File: src/design/upd_pkg.sv
// Shared types and character constants for the URL percent decoder.
package upd_pkg;

	localparam logic [7:0] CH_PLUS  = 8'h2B;
	localparam logic [7:0] CH_PCT   = 8'h25;
	localparam logic [7:0] CH_CR    = 8'h0D;
	localparam logic [7:0] CH_SPACE = 8'h20;

	localparam int MAX_OUT = 3;

	typedef enum logic [1:0] {
		PH_IDLE = 2'd0,
		PH_PCT  = 2'd1,
		PH_HEX  = 2'd2
	} phase_t;

	// All decoded bytes of one input item, in slot order.
	typedef struct packed {
		logic [1:0]                cnt;
		logic                      bare;
		logic                      last;
		logic [MAX_OUT-1:0][7:0]   slot;
	} bundle_t;

	typedef struct packed {
		phase_t phase;
		logic   busy;
	} front_stat_t;

endpackage

File: src/design/url_percent_decoder.sv
// Top level of the URL percent decoder.
// Decodes a URL-encoded byte stream: '+' gives a space, '%' with two hex digits gives that
// byte (a decoded carriage return is dropped), a broken escape is passed on literally, and
// in_last flushes any pending escape and marks the final result with out_last (a bare end
// marker with out_has_byte low if the string closes with nothing to give). An item is
// taken every cycle while the queue has room; each result leaves through the output
// register at one per cycle unless the output is stalled, so an item that yields several
// results holds the output until all of them have left, and items that yield one result or
// none sustain one item per cycle. Each bundle is written into the queue at its transfer
// and moves into the output register once it is at the head and the register is free.
// QUEUE_DEPTH bundles (at least 2) absorb items that expand to several bytes.
module url_percent_decoder #(
	parameter int QUEUE_DEPTH = 4
) (
	input  logic       clk,
	input  logic       arst_n,
	input  logic       in_valid,
	output logic       in_ready,
	input  logic [7:0] in_byte,
	input  logic       in_last,
	output logic       out_valid,
	input  logic       out_ready,
	output logic [7:0] out_byte,
	output logic       out_has_byte,
	output logic       out_last
);

	logic                 q_full;
	logic                 q_empty;
	logic                 push;
	logic                 pop;
	upd_pkg::bundle_t     push_data;
	upd_pkg::bundle_t     head;
	upd_pkg::front_stat_t front_stat;

	upd_front u_front (
		.clk       (clk),
		.arst_n    (arst_n),
		.in_valid  (in_valid),
		.in_ready  (in_ready),
		.in_byte   (in_byte),
		.in_last   (in_last),
		.q_full    (q_full),
		.push      (push),
		.push_data (push_data),
		.stat      (front_stat)
	);

	upd_queue #(
		.DEPTH (QUEUE_DEPTH)
	) u_queue (
		.clk       (clk),
		.arst_n    (arst_n),
		.push      (push),
		.push_data (push_data),
		.pop       (pop),
		.full      (q_full),
		.empty     (q_empty),
		.head      (head)
	);

	upd_back u_back (
		.clk          (clk),
		.arst_n       (arst_n),
		.q_empty      (q_empty),
		.head         (head),
		.pop          (pop),
		.out_valid    (out_valid),
		.out_ready    (out_ready),
		.out_byte     (out_byte),
		.out_has_byte (out_has_byte),
		.out_last     (out_last)
	);

`ifndef SYNTHESIS
	a_bare_is_last: assert property (@(posedge clk) disable iff (!arst_n)
		out_valid && !out_has_byte |-> out_last)
		else $error("bare end marker without out_last");

	a_last_clears_escape: assert property (@(posedge clk) disable iff (!arst_n)
		in_valid && in_ready && in_last |=> !front_stat.busy)
		else $error("escape still pending after end of string");

	a_out_from_queue: assert property (@(posedge clk) disable iff (!arst_n)
		$rose(out_valid) |-> $past(!q_empty))
		else $error("result shown with nothing queued");

	a_no_push_when_full: assert property (@(posedge clk) disable iff (!arst_n)
		push |-> !q_full)
		else $error("bundle pushed into a full queue");
`endif

endmodule

File: src/design/upd_front.sv
// Front end: accepts raw bytes, runs the escape state and packs results into a bundle.
module upd_front (
	input  logic                  clk,
	input  logic                  arst_n,
	input  logic                  in_valid,
	output logic                  in_ready,
	input  logic [7:0]            in_byte,
	input  logic                  in_last,
	input  logic                  q_full,
	output logic                  push,
	output upd_pkg::bundle_t      push_data,
	output upd_pkg::front_stat_t  stat
);

	upd_pkg::phase_t  phase_q;
	upd_pkg::phase_t  phase_d;
	logic [7:0]       held_q;
	logic [7:0]       held_d;
	upd_pkg::bundle_t bd;
	logic             accept;
	logic             fresh_pct;
	logic [7:0]       fresh_val;
	logic [7:0]       code;

	function automatic logic is_hex(input logic [7:0] b);
		is_hex = (b >= 8'h30 && b <= 8'h39) || (b >= 8'h41 && b <= 8'h46) ||
			(b >= 8'h61 && b <= 8'h66);
	endfunction

	// Letters of either case have the digit value in the low nibble plus nine.
	function automatic logic [3:0] hex_val(input logic [7:0] b);
		hex_val = (b <= 8'h39) ? b[3:0] : (b[3:0] + 4'd9);
	endfunction

	function automatic upd_pkg::bundle_t put(input upd_pkg::bundle_t b, input logic [7:0] v);
		put = b;
		if (b.cnt != 2'd3) begin
			put.slot[b.cnt] = v;
			put.cnt = b.cnt + 2'd1;
		end
	endfunction

	assign in_ready = !q_full;
	assign accept   = in_valid && in_ready;
	assign fresh_pct = (in_byte == upd_pkg::CH_PCT);
	assign fresh_val = (in_byte == upd_pkg::CH_PLUS) ? upd_pkg::CH_SPACE : in_byte;
	assign code = {hex_val(held_q), hex_val(in_byte)};

	always_comb begin
		bd = '0;
		phase_d = phase_q;
		held_d = held_q;
		if (in_byte != 8'h00) begin
			case (phase_q)
				upd_pkg::PH_PCT: begin
					if (is_hex(in_byte)) begin
						held_d = in_byte;
						phase_d = upd_pkg::PH_HEX;
					end else begin
						bd = put(bd, upd_pkg::CH_PCT);
						phase_d = upd_pkg::PH_IDLE;
						if (fresh_pct) phase_d = upd_pkg::PH_PCT;
						else bd = put(bd, fresh_val);
					end
				end
				upd_pkg::PH_HEX: begin
					phase_d = upd_pkg::PH_IDLE;
					held_d = 8'h00;
					if (is_hex(in_byte)) begin
						// drop a decoded carriage return
						if (code != upd_pkg::CH_CR) bd = put(bd, code);
					end else begin
						bd = put(bd, upd_pkg::CH_PCT);
						bd = put(bd, held_q);
						if (fresh_pct) phase_d = upd_pkg::PH_PCT;
						else bd = put(bd, fresh_val);
					end
				end
				default: begin
					phase_d = upd_pkg::PH_IDLE;
					if (fresh_pct) phase_d = upd_pkg::PH_PCT;
					else bd = put(bd, fresh_val);
				end
			endcase
		end
		if (in_last) begin
			// flush a pending escape literally
			if (phase_d == upd_pkg::PH_PCT) begin
				bd = put(bd, upd_pkg::CH_PCT);
			end else if (phase_d == upd_pkg::PH_HEX) begin
				bd = put(bd, upd_pkg::CH_PCT);
				bd = put(bd, held_d);
			end
			phase_d = upd_pkg::PH_IDLE;
			held_d = 8'h00;
			if (bd.cnt == 2'd0) begin
				bd.cnt = 2'd1;
				bd.bare = 1'b1;
			end
			bd.last = 1'b1;
		end
	end

	assign push      = accept && (bd.cnt != 2'd0);
	assign push_data = bd;
	assign stat.phase = phase_q;
	assign stat.busy  = (phase_q != upd_pkg::PH_IDLE);

	always_ff @(posedge clk or negedge arst_n) begin
		if (!arst_n) begin
			phase_q <= upd_pkg::PH_IDLE;
			held_q <= 8'h00;
		end else if (accept) begin
			phase_q <= phase_d;
			held_q <= held_d;
		end
	end

endmodule

File: src/design/upd_queue.sv
// Short bundle queue between the front and back ends.
module upd_queue #(
	parameter int DEPTH = 4
) (
	input  logic             clk,
	input  logic             arst_n,
	input  logic             push,
	input  upd_pkg::bundle_t push_data,
	input  logic             pop,
	output logic             full,
	output logic             empty,
	output upd_pkg::bundle_t head
);

	localparam int PW = (DEPTH > 1) ? $clog2(DEPTH) : 1;
	localparam int CW = $clog2(DEPTH + 1);
	localparam logic [PW-1:0] LAST_PTR = PW'(DEPTH - 1);

	upd_pkg::bundle_t mem_q [DEPTH];
	logic [PW-1:0]    wr_ptr_q;
	logic [PW-1:0]    rd_ptr_q;
	logic [CW-1:0]    count_q;
	logic             do_push;
	logic             do_pop;

	assign full    = (count_q == CW'(DEPTH));
	assign empty   = (count_q == '0);
	assign do_push = push && !full;
	assign do_pop  = pop && !empty;
	assign head    = mem_q[rd_ptr_q];

	always_ff @(posedge clk) begin
		if (do_push) mem_q[wr_ptr_q] <= push_data;
	end

	always_ff @(posedge clk or negedge arst_n) begin
		if (!arst_n) begin
			wr_ptr_q <= '0;
			rd_ptr_q <= '0;
			count_q <= '0;
		end else begin
			if (do_push) wr_ptr_q <= (wr_ptr_q == LAST_PTR) ? '0 : wr_ptr_q + PW'(1);
			if (do_pop) rd_ptr_q <= (rd_ptr_q == LAST_PTR) ? '0 : rd_ptr_q + PW'(1);
			if (do_push && !do_pop) count_q <= count_q + CW'(1);
			else if (do_pop && !do_push) count_q <= count_q - CW'(1);
		end
	end

endmodule

File: src/design/upd_back.sv
// Back end: walks the head bundle one slot per cycle into the output register unless the output is stalled.
module upd_back (
	input  logic             clk,
	input  logic             arst_n,
	input  logic             q_empty,
	input  upd_pkg::bundle_t head,
	output logic             pop,
	output logic             out_valid,
	input  logic             out_ready,
	output logic [7:0]       out_byte,
	output logic             out_has_byte,
	output logic             out_last
);

	logic [1:0] idx_q;
	logic       valid_q;
	logic       load;
	logic       at_end;

	assign load   = !valid_q || out_ready;
	assign at_end = (idx_q == head.cnt - 2'd1);
	assign pop    = load && !q_empty && at_end;
	assign out_valid = valid_q;

	always_ff @(posedge clk or negedge arst_n) begin
		if (!arst_n) begin
			valid_q <= 1'b0;
			idx_q <= 2'd0;
		end else if (load) begin
			valid_q <= !q_empty;
			if (!q_empty) idx_q <= at_end ? 2'd0 : idx_q + 2'd1;
		end
	end

	// payload: hold while the current transfer is stalled
	always_ff @(posedge clk) begin
		if (load && !q_empty) begin
			out_byte <= head.bare ? 8'h00 : head.slot[idx_q];
			out_has_byte <= !head.bare;
			out_last <= head.last && at_end;
		end
	end

endmodule

File: config.mk
export PLATFORM = sky130hd
export DESIGN_NAME = url_percent_decoder
export DESIGN_NICKNAME = d
export VERILOG_FILES = /design/src/design/upd_pkg.sv /design/src/design/url_percent_decoder.sv /design/src/design/upd_front.sv /design/src/design/upd_queue.sv /design/src/design/upd_back.sv
export SDC_FILE = /design/constraint.sdc
export NUM_CORES = 1
export LEC_CHECK = 0
export ABC_CLOCK_PERIOD_IN_PS = 7800
export BUFFER_PORTS_ARGS = -buffer_cell sky130_fd_sc_hd__buf_2
export CORE_MARGIN = 2
export CORE_UTILIZATION = 60
export CTS_CLUSTER_SIZE = 30
export DETAILED_ROUTE_END_ITERATION = 8
export PLACE_DENSITY = 0.89
export SLEW_MARGIN = 20
export SYNTH_ARGS = -nofsm -noshare
export SYNTH_HDL_FRONTEND = slang
export SYNTH_SLANG_ARGS = --single-unit
export TNS_END_PERCENT = 50
File: constraint.sdc
create_clock -name clk -period 7.8 [get_ports clk]
set_input_delay 1.56 -clock clk [delete_from_list [all_inputs] [get_ports clk]]
set_output_delay 1.56 -clock clk [all_outputs]
set_load 0.01 [all_outputs]
==> flow_summary.yaml <==
layout:
  num_antenna_cells: 0
  nets: 546
  postLayoutCellArea_um2: 7674
  final_common_cell: "edfxtp_1"
  drive_above_1_share_pct: 20.75
  layout_common_cells: "edfxtp_1, nor2_1, nand2_1"
  synthToLayoutAreaGrowth_pct: 11.39
global_routing:
  grt_overflow: 0
  grt_pass1_wl_mm: 25.18
  grt_use_total_pct: 27.25
  grt_max_degree: 32
  grt_antenna_before_repair: 0
  grt_pass1_vias: 4494
timing:
  tightestPinTransition_ps: 851.1
  period_minus_slack_ps: 4641
  slew_violations: 0
  finalCritPeriodShare_pct: 59.51
  setup_viol_count_final: 0
  rsz0062_at_grt: "no"
  slew_headroom_pct: 42.77
  fin_worst_skew_ps: 9.718
  fmax_mhz: 215.5
  fin_setup_tns_ps: 0
  final-hold-violation-count: 0
worst_setup_path:
  critPathMaxStageDelay_ps: 540
  path_max_fanout: 14
  crit_slowest_cell: "a2bb2oi_2"
  cp_cell_sequence: "buf_2 > inv_1 > ha_1 > o21bai_1 > a21o_1 > a2bb2oi_2 > a21o_1 > o21ai_4 > a21oi_4 > ha_1 > inv_1 > fa_1 > xor2_1 > nor2_1 > xor2_1"
  arrival_ps: 4980
  worstSetupStartpointType: "input pin"
  worstPathRequired_ps: 8140
  cp-end-kind: "flop"
  critical_path_class: "in2reg"
floorplanning:
  rows: 39
  boundaryPins: 25
  die_x_um: 111.2
  fp.coreArea_um2: 11320
  start_util_pct: 60.85
  dieHeight_um: 111.2
  die_area_um2: 12360
placed_design:
  portBuffers: 24
  hpwl_mm: 10.21
  place_congestion: 0.9363
  postPlaceCellArea_um2: 7099
synthesis:
  yosysSeqAreaShare_pct: 60.44
  ys.flop_type: "edfxtp_1"
  synth_cells: 495
  synth_edf_count: 122
  synth.distinct_cells: 69
  syn_area_per_cell_um2: 13.92
  synthesis.area_um2: 6889
  ys_warn_count: 0
  syn_nets: 524
  yosys-top-cells-area: "edfxtp_1, mux4_2, dfrtp_1"
  yosys.area.top_type_share_pct: 53.18
  ys_seq_elements: 142
  synthArstFlopShare_pct: 14.08
  yosys.area.top_type: "edfxtp_1"
clock_tree:
  cts_resized: 0
  clk_latency_ps: 420
  ctsRootBufferMaster: "clkbuf_16"
  clock_sinks: 142
  holdBufCountCts: 0
  tritoncts: "yes"
  clk_pin_slew_worst_paths_ps: 60
  cts_buffers: 17
  cts_max_level: 4
  cts_setup_buffers: 0
  clk_path_buf_depth: 2
worst_hold_path:
  hold_path.class: "reg2reg"
routing:
  viasPerCell: 6.633
  drtIter0Drc: 500
  drtAntennaViolNets: 0
  wl_per_cell_um: 23.72
  drt-total-wl_mm: 15.96
  drcViolationCount: 0
  vias: 4464
  dr.pass1.iters: 8
power:
  p_leak_nw: 2.787
  power_density_nw_per_um2: 333.2
  vdd.ir_drop.worst_uv: 293.2
run_status:
  status: "complete, no violations"
job:
  max-cap-violations: 0
## per-stage QoR
step,util [%],instances,worst slack (ps),total power (W),hold slack [ps]
5_1_grt,67.78,673,2926,0.002669,514.8
2_1_floorplan,-,495,3285,0.001586,463.6
6_report,67.78,673,3159,0.002557,501.5
4_1_cts,67.76,673,3187,0.002573,501.5
3_5_place_dp,62.71,641,2770,0.001781,495.7
3_3_place_gp,62.71,641,2878,0.001737,481.1
## cell type report
cell class	count	area, µm²
repair buffers	30	165.2
well taps	143	178.9
fillers	746	3647
clock inverters	11	121.4
multi-input cells	311	2534
inverters	15	56.30
flip-flops and latches	142	4168
clock buffers	21	450.4
## power breakdown
part | leakage [nW] | switching, W | total (W) | internal [W]
combinational | 1.12 | 0.000347 | 0.000644 | 0.000297
sequential | 1.39 | 0.000123 | 0.00114 | 0.00102
clock | 0.277 | 0.000294 | 0.000771 | 0.000477
total | 2.79 | 0.000763 | 0.00256 | 0.00179
## worst max-delay path: cells and delay by family
family | cells | cell delay (ps)
compound gates | 6 | 1660
fa+ha+maj | 3 | 930
buf+inv | 3 | 380
xor+xnor | 2 | 320
simple gates | 1 | 110
## synth_stat cells (2+ instances only)
cell type and count:
nor2_1 41, buf_2 5, a221o_1 4, or3_1 2, a22o_1 6, nand3_1 10, buf_1 3, o211ai_1 2
xor2_1 2, a31oi_1 3, o31ai_1 3, and3_1 5, and3b_1 2, a21oi_1 22, mux2_2 5, a21oi_2 3
a32o_1 3, mux2i_1 12, dfrtp_1 20, nand2_1 39, nand2b_1 5, and2_1 10, a22oi_1 7, edfxtp_1 122
nor2b_1 5, clkbuf_1 14, nor3_1 9, xnor2_1 4, or2_2 2, ha_1 15, buf_6 3, mux4_2 28
inv_1 15, o21ai_0 15, o22ai_1 6, a32oi_1 5, o21bai_1 2, a21o_1 5
## cells by family after synthesis
logic type | share of synthesized area, %
simple gates | 10.19
fa+ha+maj | 3.015
compound gates | 11.10
mux | 11.71
flops | 60.44
xor+xnor | 0.7628
buf+inv | 2.779
## path summary, 6_finish.rpt
kind	startpoint	to	slack (ps)	depth (start not counted)
max	in_byte[0]	u_queue.count_q[2]	3160	15
min	u_queue.count_q[2]	u_queue.count_q[2]	500	1
max reg2reg	u_front.held_q[0]	u_queue.count_q[1]	4230	13
min reg2reg	u_queue.count_q[2]	u_queue.count_q[2]	500	1
max in group asynchronous	arst_n	u_queue.rd_ptr_q[0]	6320	1
min in group asynchronous	arst_n	u_queue.rd_ptr_q[1]	1110	1
## registers in the layout, indices dropped and copies added, names as in the netlist
name                 flops
u_queue.count_q          3
u_front.held_q           8
u_back.out_byte          8
u_queue.wr_ptr_q         2
u_queue.mem_q          112
u_back.idx_q             2
u_back.out_valid         1
u_front.phase_q          2
u_back.out_last          1
u_queue.rd_ptr_q         2
u_back.out_has_byte      1
## per-layer routing
metal,vias up,routed length (µm),global-route usage (%),share of wire [%]
li1,1951,-,-,-
met1,2229,6507,36.35,41
met2,242,7959,44.46,50
met3,42,994,6.233,6.2
met4,0,501,10.12,3.1
met5,-,0,0,0
(Power assumes the default switching activity.)
